<file path="config.mk">
export PLATFORM = sky130hd
export DESIGN_NAME = deadline_thread_scheduler
export DESIGN_NICKNAME = d
export VERILOG_FILES = /design/src/hdl/dts_pkg.sv /design/src/hdl/dts_cell.sv /design/src/hdl/deadline_thread_scheduler.sv
export SDC_FILE = /design/constraint.sdc
export NUM_CORES = 2
export LEC_CHECK = 0
export ABC_AREA = 1
export BUFFER_PORTS_ARGS = -buffer_cell sky130_fd_sc_hd__buf_2
export CELL_PAD_IN_SITES_DETAIL_PLACEMENT = 1
export CELL_PAD_IN_SITES_GLOBAL_PLACEMENT = 1
export CORE_MARGIN = 2
export CORE_UTILIZATION = 40
export DETAILED_ROUTE_END_ITERATION = 6
export GPL_TIMING_DRIVEN = 0
export PLACE_DENSITY = 0.66
export REMOVE_ABC_BUFFERS = 1
export SLEW_MARGIN = 0
export SYNTH_ARGS = -nofsm -noshare
export SYNTH_HDL_FRONTEND = slang
export SYNTH_SLANG_ARGS = --single-unit
</file>
<file path="constraint.sdc">
create_clock -name clk -period 144.7 [get_ports clk]
set_clock_uncertainty 0.2 [all_clocks]
set_input_delay 14.47 -clock clk [delete_from_list [all_inputs] [get_ports clk]]
set_output_delay 14.47 -clock clk [all_outputs]
set_load 0.05 [all_outputs]
</file>
<file path="src/hdl/dts_pkg.sv">
// ----------------------------------------------------------------------------
// Deadline thread scheduler package
// Shared operation codes, status codes and the cell control struct.
// ----------------------------------------------------------------------------
package dts_pkg;

  localparam int OP_W      = 3;
  localparam int DL_W      = 32;
  localparam int SEL_W     = 2;
  localparam int IDX_W     = 6;
  localparam int STATUS_W  = 2;
  localparam int SEM_CNT_W = 7;
  localparam int OFS_W     = 8;

  localparam logic [OP_W-1:0] OP_REGISTER = 3'd0;
  localparam logic [OP_W-1:0] OP_TICK     = 3'd1;
  localparam logic [OP_W-1:0] OP_DELAY    = 3'd2;
  localparam logic [OP_W-1:0] OP_TAKE     = 3'd3;
  localparam logic [OP_W-1:0] OP_GIVE     = 3'd4;
  localparam logic [OP_W-1:0] OP_YIELD    = 3'd5;

  localparam logic [STATUS_W-1:0] ST_OK         = 2'd0;
  localparam logic [STATUS_W-1:0] ST_TABLE_FULL = 2'd1;
  localparam logic [STATUS_W-1:0] ST_IDLE_DELAY = 2'd2;

  // Per-cycle command applied to the entry passing the head of the ring.
  typedef struct packed {
    logic            wr_new;     // write a freshly registered thread
    logic            tick;       // decrement countdown
    logic            set_delay;  // load countdown with delay value
    logic [DL_W-1:0] data;       // deadline or delay value
  } cell_cmd_t;

endpackage

</file>
<file path="src/hdl/dts_cell.sv">
// ----------------------------------------------------------------------------
// Thread cell
// Holds one thread's deadline and countdown. While the ring rotates, the
// cell takes its neighbor's entry each cycle; otherwise it holds.
// ----------------------------------------------------------------------------
module dts_cell (
  input  logic        clk,
  input  logic        shift,      // rotate the chain one place
  input  logic [31:0] dl_in,
  input  logic [31:0] cd_in,
  output logic [31:0] dl_out,
  output logic [31:0] cd_out
);
  import dts_pkg::*;

  logic [DL_W-1:0] dl_r, dl_nxt;
  logic [DL_W-1:0] cd_r, cd_nxt;

  assign dl_out = dl_r;
  assign cd_out = cd_r;

  always_comb begin
    dl_nxt = dl_r;
    cd_nxt = cd_r;
    if (shift) begin
      dl_nxt = dl_in;
      cd_nxt = cd_in;
    end
  end

  always_ff @(posedge clk) begin
    dl_r <= dl_nxt;
    cd_r <= cd_nxt;
  end

endmodule

</file>
<file path="src/hdl/deadline_thread_scheduler.sv">
// ----------------------------------------------------------------------------
// Deadline thread scheduler
// Earliest-deadline-first selection over a rotating chain of thread cells.
// ----------------------------------------------------------------------------
// Usage: each input word on the in_ channel is one kernel operation
// (register, tick, delay, semaphore take, give, yield). Each accepted word
// produces exactly one output word carrying the selected thread, a switch
// request flag, the ready mask and a status code.
// Thread entries sit in a ring of MAX_THREADS cells that rotates one place
// per cycle while a word is scanned. An operation is launched from S_IDLE,
// takes one full revolution of the ring in S_SCAN, and posts its result in
// S_DONE, which waits for the output register to be free. The revolution is
// needed because ticks, wakes, writes and the minimum-deadline search all
// happen at the head cell as each entry passes by.
// The result waits in an output register; a new word is accepted while it
// waits, but its result is posted only after the old one is taken.
// Configuration writes on the cfg_ channel are always accepted and set the
// initial semaphore token counts; write them only while the block is idle.
// Reset (rst_n low, synchronous) empties the table, clears ready and
// blocked masks and semaphore offsets, and selects the idle thread 0.
// ----------------------------------------------------------------------------
module deadline_thread_scheduler #(
  parameter int MAX_THREADS    = 32,
  parameter int NUM_SEMAPHORES = 4
) (
  input  logic        clk,
  input  logic        rst_n,
  input  logic        in_tvalid,
  output logic        in_tready,
  // [2:0] op, [34:3] new_deadline, [66:35] delay_ticks, [68:67] sem_select
  input  logic [71:0] in_tdata,
  output logic        out_tvalid,
  input  logic        out_tready,
  // [5:0] next_thread, [6] switch_request, [38:7] ready_bits, [40:39] status
  output logic [47:0] out_tdata,
  input  logic        cfg_valid,
  output logic        cfg_ready,
  input  logic [1:0]  cfg_index,
  input  logic [6:0]  cfg_data
);
  import dts_pkg::*;

  localparam int PW = $clog2(MAX_THREADS);
  localparam int SW = (NUM_SEMAPHORES > 1) ? $clog2(NUM_SEMAPHORES) : 1;

  typedef enum logic [2:0] {
    S_IDLE = 3'b001,
    S_SCAN = 3'b010,
    S_DONE = 3'b100
  } state_t;

  state_t state_r, state_nxt;

  // Control state
  logic [IDX_W-1:0]  count_r;      // registered user threads
  logic [IDX_W-1:0]  run_r;
  logic [31:0]       ready_r;
  logic [OFS_W-1:0]  ofs_r [NUM_SEMAPHORES];
  logic [31:0]       blk_r [NUM_SEMAPHORES];
  logic [SEM_CNT_W-1:0] init_r [4];

  // Operation latched for the scan
  logic [OP_W-1:0]   op_r;
  logic [DL_W-1:0]   arg_r;        // deadline or delay value
  logic              do_pass_r;
  logic              wr_new_r;
  logic              set_delay_r;
  logic [IDX_W-1:0]  target_r;     // thread the head write applies to
  logic [PW:0]       pos_r;        // scan position 0..MAX_THREADS
  logic              found_r;
  logic [DL_W-1:0]   best_r;
  logic [IDX_W-1:0]  pick_r;
  logic [IDX_W-1:0]  before_r;
  logic [STATUS_W-1:0] status_r;

  // Output holding register
  logic              ov_r;
  logic [47:0]       od_r;

  // Decoded input fields
  logic [OP_W-1:0]   in_op;
  logic [DL_W-1:0]   in_dl, in_delay;
  logic [SEL_W-1:0]  in_sel;
  assign in_op    = in_tdata[2:0];
  assign in_dl    = in_tdata[34:3];
  assign in_delay = in_tdata[66:35];
  assign in_sel   = in_tdata[68:67];

  assign in_tready  = (state_r == S_IDLE);
  assign cfg_ready  = 1'b1;
  assign out_tvalid = ov_r;
  assign out_tdata  = od_r;

  // Decode of the offered word: what the scan must do and how the
  // semaphore offsets move.
  logic [STATUS_W-1:0] dec_status;
  logic                dec_pass, dec_wr_new, dec_set_delay;
  logic [IDX_W-1:0]    dec_target;
  logic [DL_W-1:0]     dec_arg;
  logic [SW-1:0]       sem_idx;
  logic                sem_ok;
  logic [OFS_W-1:0]    take_ofs, give_ofs;
  logic [31:0]         blk_sel, blk_low;
  logic                take_blocks, give_wakes;

  assign sem_idx = SW'(in_sel);
  assign sem_ok  = ({2'b00, in_sel} < 4'(NUM_SEMAPHORES));

  always_comb begin
    dec_status    = ST_OK;
    dec_pass      = 1'b0;
    dec_wr_new    = 1'b0;
    dec_set_delay = 1'b0;
    dec_target    = '0;
    dec_arg       = in_dl;
    // The offset saturates at +127 on take and at -128 on give.
    take_ofs = ofs_r[sem_idx];
    give_ofs = ofs_r[sem_idx];
    if (ofs_r[sem_idx] != 8'h7F) take_ofs = ofs_r[sem_idx] + 8'd1;
    if (ofs_r[sem_idx] != 8'h80) give_ofs = ofs_r[sem_idx] - 8'd1;
    // Token is initial count minus offset.
    take_blocks = ($signed({2'b0, init_r[in_sel]}) < $signed({take_ofs[7], take_ofs}));
    give_wakes  = ($signed({2'b0, init_r[in_sel]}) <= $signed({give_ofs[7], give_ofs}));
    blk_sel = blk_r[sem_idx];
    blk_low = blk_sel & (~blk_sel + 32'd1);
    unique case (in_op)
      OP_REGISTER: begin
        if (count_r >= IDX_W'(MAX_THREADS)) begin
          dec_status = ST_TABLE_FULL;
        end else begin
          dec_wr_new = 1'b1;
          dec_target = count_r + IDX_W'(1);
        end
      end
      OP_DELAY: begin
        if (run_r == '0) begin
          dec_status = ST_IDLE_DELAY;
        end else begin
          dec_set_delay = 1'b1;
          dec_target    = run_r;
          dec_arg       = in_delay;
          dec_pass      = 1'b1;
        end
      end
      OP_TAKE:  if (sem_ok && run_r != '0 && take_blocks) dec_pass = 1'b1;
      OP_GIVE:  if (sem_ok && give_wakes) dec_pass = 1'b1;
      OP_YIELD: dec_pass = 1'b1;
      default: ;
    endcase
  end

  // Ring of cells; the head is cell 0, which holds thread pos_r+1.
  logic [31:0] dl_q [MAX_THREADS];
  logic [31:0] cd_q [MAX_THREADS];
  cell_cmd_t cmd;
  logic shift, head_hit;

  assign shift    = (state_r == S_SCAN);
  assign head_hit = shift && (target_r == IDX_W'(pos_r) + IDX_W'(1));
  always_comb begin
    cmd.wr_new    = head_hit && wr_new_r;
    cmd.set_delay = head_hit && set_delay_r;
    cmd.tick      = shift && (op_r == OP_TICK);
    cmd.data      = arg_r;
  end

  // Apply the head update first, then rotate: the head cell's new contents
  // move to the tail, so the ring sees a post-update copy.
  logic [31:0] head_dl, head_cd;
  always_comb begin
    head_dl = dl_q[0];
    head_cd = cd_q[0];
    if (cmd.wr_new) begin
      head_dl = arg_r;
      head_cd = '0;
    end else if (cmd.set_delay) begin
      head_cd = arg_r;
    end else if (cmd.tick && cd_q[0] != '0) begin
      head_cd = cd_q[0] - 32'd1;
    end
  end

  genvar g;
  generate
    for (g = 0; g < MAX_THREADS; g++) begin : g_cell
      dts_cell u_cell (
        .clk    (clk),
        .shift  (shift),
        .dl_in  ((g == MAX_THREADS-1) ? head_dl : dl_q[(g+1) % MAX_THREADS]),
        .cd_in  ((g == MAX_THREADS-1) ? head_cd : cd_q[(g+1) % MAX_THREADS]),
        .dl_out (dl_q[g]),
        .cd_out (cd_q[g])
      );
    end
  endgenerate

  // Current thread under the head and its status.
  logic [IDX_W-1:0] cur;
  logic             cur_valid, cur_ready;
  logic             cur_wake;
  assign cur       = IDX_W'(pos_r) + IDX_W'(1);
  assign cur_valid = (cur <= count_r);
  assign cur_wake  = cur_valid && (op_r == OP_TICK) && (cd_q[0] == 32'd1);

  logic [31:0] ready_scan;
  always_comb begin
    ready_scan = ready_r;
    if (cur_wake) ready_scan[pos_r[PW-1:0]] = 1'b1;
  end
  assign cur_ready = cur_valid && ready_scan[pos_r[PW-1:0]];

  integer k;
  always_ff @(posedge clk) begin
    if (!rst_n) begin
      state_r <= S_IDLE;
      count_r <= '0;
      run_r   <= '0;
      ready_r <= '0;
      ov_r    <= 1'b0;
      for (k = 0; k < NUM_SEMAPHORES; k++) begin
        ofs_r[k] <= '0;
        blk_r[k] <= '0;
      end
      for (k = 0; k < 4; k++) init_r[k] <= '0;
    end else begin
      state_r <= state_nxt;
      if (cfg_valid) init_r[cfg_index] <= cfg_data;
      // A word taken while a new result is posted is replaced in S_DONE.
      if (ov_r && out_tready && state_r != S_DONE) ov_r <= 1'b0;

      unique case (state_r)
        S_IDLE: begin
          if (in_tvalid) begin
            op_r        <= in_op;
            before_r    <= run_r;
            status_r    <= dec_status;
            do_pass_r   <= dec_pass;
            wr_new_r    <= dec_wr_new;
            set_delay_r <= dec_set_delay;
            target_r    <= dec_target;
            arg_r       <= dec_arg;
            pos_r       <= '0;
            found_r     <= 1'b0;
            best_r      <= '1;
            pick_r      <= '0;
            unique case (in_op)
              OP_REGISTER: begin
                if (dec_wr_new) begin
                  ready_r[count_r[4:0]] <= 1'b1;
                  count_r <= count_r + IDX_W'(1);
                end
              end
              OP_DELAY: begin
                if (dec_set_delay) ready_r[run_r[4:0] - 5'd1] <= 1'b0;
              end
              OP_TAKE: begin
                if (sem_ok && run_r != '0) begin
                  ofs_r[sem_idx] <= take_ofs;
                  if (take_blocks) begin
                    blk_r[sem_idx][run_r[4:0] - 5'd1] <= 1'b1;
                    ready_r[run_r[4:0] - 5'd1] <= 1'b0;
                  end
                end
              end
              OP_GIVE: begin
                if (sem_ok) begin
                  ofs_r[sem_idx] <= give_ofs;
                  if (give_wakes) begin
                    blk_r[sem_idx] <= blk_sel & ~blk_low;
                    ready_r        <= ready_r | blk_low;
                  end
                end
              end
              default: ;
            endcase
          end
        end
        S_SCAN: begin
          pos_r <= pos_r + 1'b1;
          if (cur_wake) ready_r[pos_r[PW-1:0]] <= 1'b1;
          if (cur_ready) begin
            logic [31:0] d;
            d = cmd.wr_new ? arg_r : dl_q[0];
            if (!found_r || d < best_r) begin
              found_r <= 1'b1;
              best_r  <= d;
              pick_r  <= cur;
            end
          end
        end
        S_DONE: begin
          if (!ov_r || out_tready) begin
            logic [IDX_W-1:0] nr;
            nr = do_pass_r ? pick_r : run_r;
            run_r <= nr;
            ov_r  <= 1'b1;
            od_r  <= {7'd0, status_r, ready_r, (nr != before_r), nr};
          end
        end
        default: ;
      endcase
    end
  end

  always_comb begin
    state_nxt = state_r;
    unique case (state_r)
      S_IDLE: if (in_tvalid) state_nxt = S_SCAN;
      S_SCAN: if (pos_r == (PW+1)'(MAX_THREADS - 1)) state_nxt = S_DONE;
      S_DONE: if (!ov_r || out_tready) state_nxt = S_IDLE;
      default: state_nxt = S_IDLE;
    endcase
  end

endmodule

</file>
Word level (Yosys, flattened, before mapping) --
Memory sizes are Yosys's and may differ from the RTL's. Index checks and enable logic that the tools add are counted.
Storage, ports and cells: flip-flop bits (word level) 2234, RAM bits 188, output and inout bits 51, memories kept 3
Memories:
- blk_r | words 4, width 32, rd ports 1, clocked after memory_dff 0, wr ports 4, RTL line deadline_thread_scheduler.sv:59 | logic [31:0] blk_r [NUM_SEMAPHORES];
- ofs_r | words 4, width 8, rd ports 1, clocked after memory_dff 0, wr ports 4, RTL line deadline_thread_scheduler.sv:58 | logic [OFS_W-1:0] ofs_r [NUM_SEMAPHORES];
- init_r | words 4, width 7, rd ports 1, clocked after memory_dff 0, wr ports 4, RTL line deadline_thread_scheduler.sv:60 | logic [SEM_CNT_W-1:0] init_r [4];
Operators by class: multiplexer cells 127, eq/ne operators 26, reductions and logical operators 34, bitwise logic cells 42, add/subtract/negate cells 7, magnitude comparators 11
Operators by type and width (number):
- 32-bit 2-to-1 mux | 18
- 32-bit case mux with 2 select lines | 2
- 32-bit case mux with 4 select lines | 1
- 32-bit bitwise AND | 3
- 32-bit inverter | 3
- 32-bit bitwise OR | 3
- 1-bit 2-to-1 mux | 77
- 6-bit 2-to-1 mux | 6
- 6-bit case mux with 2 select lines | 3
- 1-bit bitwise OR | 33
- 32-bit by 1-bit adder with 32-bit output, second input constant | 1
- 32-bit by 1-bit == test with 1-bit output, second input constant | 1
- 32-bit less-than comparator | 1
- 8-bit 2-to-1 mux | 4
- 32-bit nonzero test | 1
- 32-bit OR reduction | 1
- 32-bit by 1-bit subtractor with 32-bit output, second input constant | 1
- 5-bit by 6-bit less-than comparator with 1-bit output, second input constant | 3
- 3-bit inequality test, second input constant | 6
- 1-bit demux with 5-bit select | 3
- 5-bit by 1-bit greater-or-equal comparator with 1-bit output, second input constant | 3
- 1-bit logical AND | 14
- 6-bit by 1-bit adder with 6-bit output, second input constant | 2
- 3-bit AND reduction | 4
- 38 further kinds | 53

Depth between registers and ports, before layout --
An unclocked memory read counts as a cell.
depth after elaboration 14, gate-level depth with buffers 32, mapped depth without buffers 30

Hierarchy --
A second synthesis with hierarchy kept.
Second synthesis, totals: cell total of the unflattened synthesis 5008, area total of the unflattened synthesis 85010.3 um^2
By module, submodules not included:
- dts_cell | times used 32, cells an instance 64, area an instance 1921.8 um^2, seq. area each 1921.8 um^2
- deadline_thread_scheduler | times used 1, cells an instance 2960, area an instance 23511.3 um^2, seq. area each 10750.3 um^2

Worst setup path after synthesis --
Ideal clock, no wire load.
path type reg-to-reg, from register state_r[1], to register found_r (data pin), arrival 56403 ps, cell stages (with the launch flop) 6, path slack 76158 ps, clock period less this slack 68542 ps, required time 132561 ps, cell sequence dfxtp_1 inv_1 nor3_4 clkbuf_1 buf_1 clkbuf_1
Between the ends: cells in the longest elaborated chain, start to end 2, elaborated cells between the ends (all ways) 3, those cells by class 2 x eq/ne; 1 x mux
Ends and longest elaborated chain:
- start, declared | RTL line deadline_thread_scheduler.sv:52 | state_t state_r, state_nxt;
- start signal, assigned | RTL line deadline_thread_scheduler.sv:226 | state_r <= state_nxt;
- 3-bit by 2-bit == test with 1-bit output
- via g_cell[0].u_cell.shift | RTL line dts_cell.sv:8 | input logic shift,
- 1-bit case mux with 2 select lines | RTL line deadline_thread_scheduler.sv:231 | unique case (state_r)
- end signal, assigned | RTL line deadline_thread_scheduler.sv:243 | found_r <= 1'b0;
- end signal, assigned | RTL line deadline_thread_scheduler.sv:285 | found_r <= 1'b1;
- end, declared | RTL line deadline_thread_scheduler.sv:70 | logic found_r;
The timed path passes the listed nets, and every way through them passes these cells. A chain may end at the register's enable or synchronous reset.

==> flow_metrics.tcl <==
set metrics [dict create \
    status "finished, final reports clean" \
    cts.sinks 2422 \
    tightest_slew_ps 1280 \
    powerDensity_mw_per_mm2 14.8 \
    holdPathStages 0 \
    r2r_cells 37 \
    timing.rr.end "g_cell[31].u_cell.cd_out[31]$_SDFFCE_PN0P_" \
    n_fill_cell 20064 \
    grt_pass1_vias 43411 \
    syn-instance-count 4980 \
    finalHoldViolCount 0 \
    rsz0062_at_grt "no" \
    cts_buffers 228 \
    route.antenna.remaining_nets 0 \
    hold_class "reg2reg" \
    worstHoldEndpoint "g_cell[13].u_cell.dl_out[5]$_DFFE_PP_" \
    post-route-min-period_ps 21130 \
    grt-ovfl-total 0 \
    synth-edff-count 2374 \
    firstDrtPassIters 7 \
    finalMaxSlewViolations 0 \
    reg2reg_slack_ps 135050 \
    io_pins 137 \
    io_buffers 125 \
    crit_fanout 101 \
    grt_pass1_wl_um 263000 \
    die_h_um 465 \
    cts-htree-levels 4 \
    ys_top_cells_by_count "edfxtp_1 (2,374), nand2_1 (703), nor2_1 (366), inv_1 (346), o21ai_0 (161)" \
    place_congestion 0.884 \
    wl_um 169000 \
    antenna_found_initial 13 \
    critPathArrivalTime_ps 21510 \
    crit_required_ps 145080 \
    p_leak_nw 33.6 \
    post-cts-setup-buffers 0 \
    place_hpwl_um 108000 \
    critPathLaunchType "input port" \
    crit_slowest_cell "nand2_2" \
    finish.instance_area_mm2 0.0992 \
    yosys_warnings 0 \
    start_util_pct 40.2 \
    endpoint_kind "register" \
    dieArea_mm2 0.216 \
    synth_top_area_cell "edfxtp_1" \
    fin_crit_sh_pct 14.6 \
    yosysUniqueCellTypes 61 \
    cts_root_buf "clkbuf_16" \
    nets 5465 \
    dpl-instance-area_mm2 0.0916 \
    hold_start "g_cell[14].u_cell.dl_out[5]$_DFFE_PP_" \
    area_delta_synth_final_pct 16.7 \
    timing.fmax_mhz 47.3 \
    worstSkewPairLatency_ps 860 \
    final_core_util_pct 46.9 \
    drc 0 \
    cts.reportedPaths.clkPinSlew_ps 70 \
    critPathKind "in2reg" \
    yosysMostFrequentCell "edfxtp_1" \
    num_rows 169 \
    yosysTopAreaCellShare_pct 83.8 \
    drt_iter0_markers 2505 \
    vias 41173 \
    gr-usage-all-layers_pct 15.8 \
    critPathMostFrequentCell "inv_1" \
    wl_per_cell_um 20.2 \
    ys_ff_latch 2422 \
    synth_area_per_cell_um2 17.1 \
    r2r-start "state_r[1]$_SDFFE_PN0P_" \
    cts_max_path_buffers 3 \
    ir_drop_mv 0.0102 \
    drive_above_1_share_pct 12.7 \
    tritoncts "done" \
    ys.flop_type "edfxtp_1" \
    grt_max_degree 108 \
    fp.dieW_um 465 \
    core_mm2 0.212 \
    setup_viol 0 \
    ctsHoldBuffers 0 \
    yosysSeqAreaShare_pct 85.0 \
    viasPerCell 4.94 \
    cts_resized 0 \
    synth.area.top_cells "edfxtp_1 (84%), nand2_1 (3.1%), nor2_1 (1.6%), inv_1 (1.5%), dfxtp_1 (1.1%)" \
    synthArstFlopShare_pct 0 \
    syn_area_mm2 0.0850 \
    finalSetupTns_ps 0 \
    cap_violations 0 \
    cp_slowest_stage_delay_ps 770 \
    slew_headroom_pct 14.1 \
]
final cells by class:
type                       instances  area (µm²)  share of cell area, %
antenna                            4        10.0                 0.0101
sequential                      2422       72200                   72.8
clock inverter                   141        1640                   1.65
timing repair buffer             260        3790                   3.82
multi-input combinational       2039       10600                   10.7
inverter                         364        1380                   1.39
tap                             2821        3530                   3.56
clock buffer                     282        5950                   6.00
layout by cell type (no fill, tap or decap), drive strengths merged, types with 3 or more instances in the layout:
| cell type | n |
|---|---|
| edfxtp | 2374 |
| nand2 | 717 |
| nor2 | 378 |
| inv | 370 |
| clkbuf | 282 |
| buf | 260 |
| a21oi | 185 |
| o21ai | 163 |
| nand4 | 118 |
| nand3 | 115 |
| clkinv | 98 |
| ha | 64 |
| dfxtp | 48 |
| a31oi | 38 |
| nor3 | 32 |
| o211ai | 29 |
| bufinv | 28 |
| a211oi | 25 |
| xor2 | 22 |
| or2 | 22 |
| a32oi | 18 |
| o22ai | 16 |
| o31ai | 16 |
| a32o | 10 |
| o41ai | 9 |
| clkinvlp | 9 |
| xnor2 | 8 |
| conb | 8 |
| nor4 | 7 |
| o21a | 6 |
| nand3b | 6 |
| a221oi | 5 |
| diode | 4 |
| o21bai | 3 |
metal layers:
layer,GRT usage [%],share of wire (%)
met5,0,0.0077
met3,2.84,4.2
met4,4.99,2.7
met1,22.3,46
met2,25.1,48
stage by stage:
stage               hold slack [ps]  instances  total power, W  worst slack, ps
CTS                             167       8328         0.00149           123650
global route                    169       8329         0.00152           123090
global placement                201       7771        0.000926            30640
finish                          173       8333         0.00147           123570
detailed placement              205       7905        0.000884           122700
floorplan                       200       4825        0.000892            71280
report_power, final:
part	switching (W)	total (W)	internal, W
logic	0.0000438	0.0000642	0.0000204
clock network	0.000259	0.000602	0.000344
registers	0.0000104	0.000805	0.000794
worst max-delay path: cells and delay by family:
kind                       cells  cell delay [ps]
adders and majority gates      2              460
AOI/OAI and AO/OA              7             1210
buffers and inverters         10             2360
and+or+nand+nor               11             2750
sequential cells by signal (all words and copies together), names as in the netlist, 2 cells and up:
register,cells
target_r,6
g_cell.u_cell.cd_out,1024
status_r,2
count_r,6
ofs_r,32
run_r,6
pos_r,6
pick_r,6
best_r,32
before_r,6
out_tdata,41
state_r,3
ready_r,32
op_r,3
g_cell.u_cell.dl_out,1024
arg_r,32
blk_r,128
init_r,28
logic make-up after synthesis:
family                   Yosys count  synth area share [%]
flip-flops                      2422                  85.0
AND/OR/NAND/NOR                 1402                  7.17
other                              2               0.00883
adder cells (fa/ha/maj)           64                 0.942
AO/OA/AOI/OAI                    535                  4.01
buffers and inverters            525                  2.59
XOR/XNOR                          30                 0.309
how the worst max path moves through the flow:
stage,slack (ps),startpoint,cells past startpoint,endpoint
6_report,123570,in_tdata[68],30,blk_r[3][28]$_DFFE_PP_
5_1_grt,123090,in_tdata[68],30,blk_r[3][14]$_DFFE_PP_
4_1_cts,123650,in_tdata[68],30,blk_r[3][28]$_DFFE_PP_
3_5_place_dp,122700,in_tdata[68],30,blk_r[3][21]$_DFFE_PP_
3_3_place_gp,30640,state_r[1]$_SDFFE_PN0P_,17,g_cell[31].u_cell.cd_out[31]$_SDFFCE_PN0P_
2_1_floorplan,71280,state_r[1]$_SDFFE_PN0P_,17,g_cell[31].u_cell.cd_out[31]$_SDFFCE_PN0P_
No activity file was read; power rests on OpenSTA's default activity.
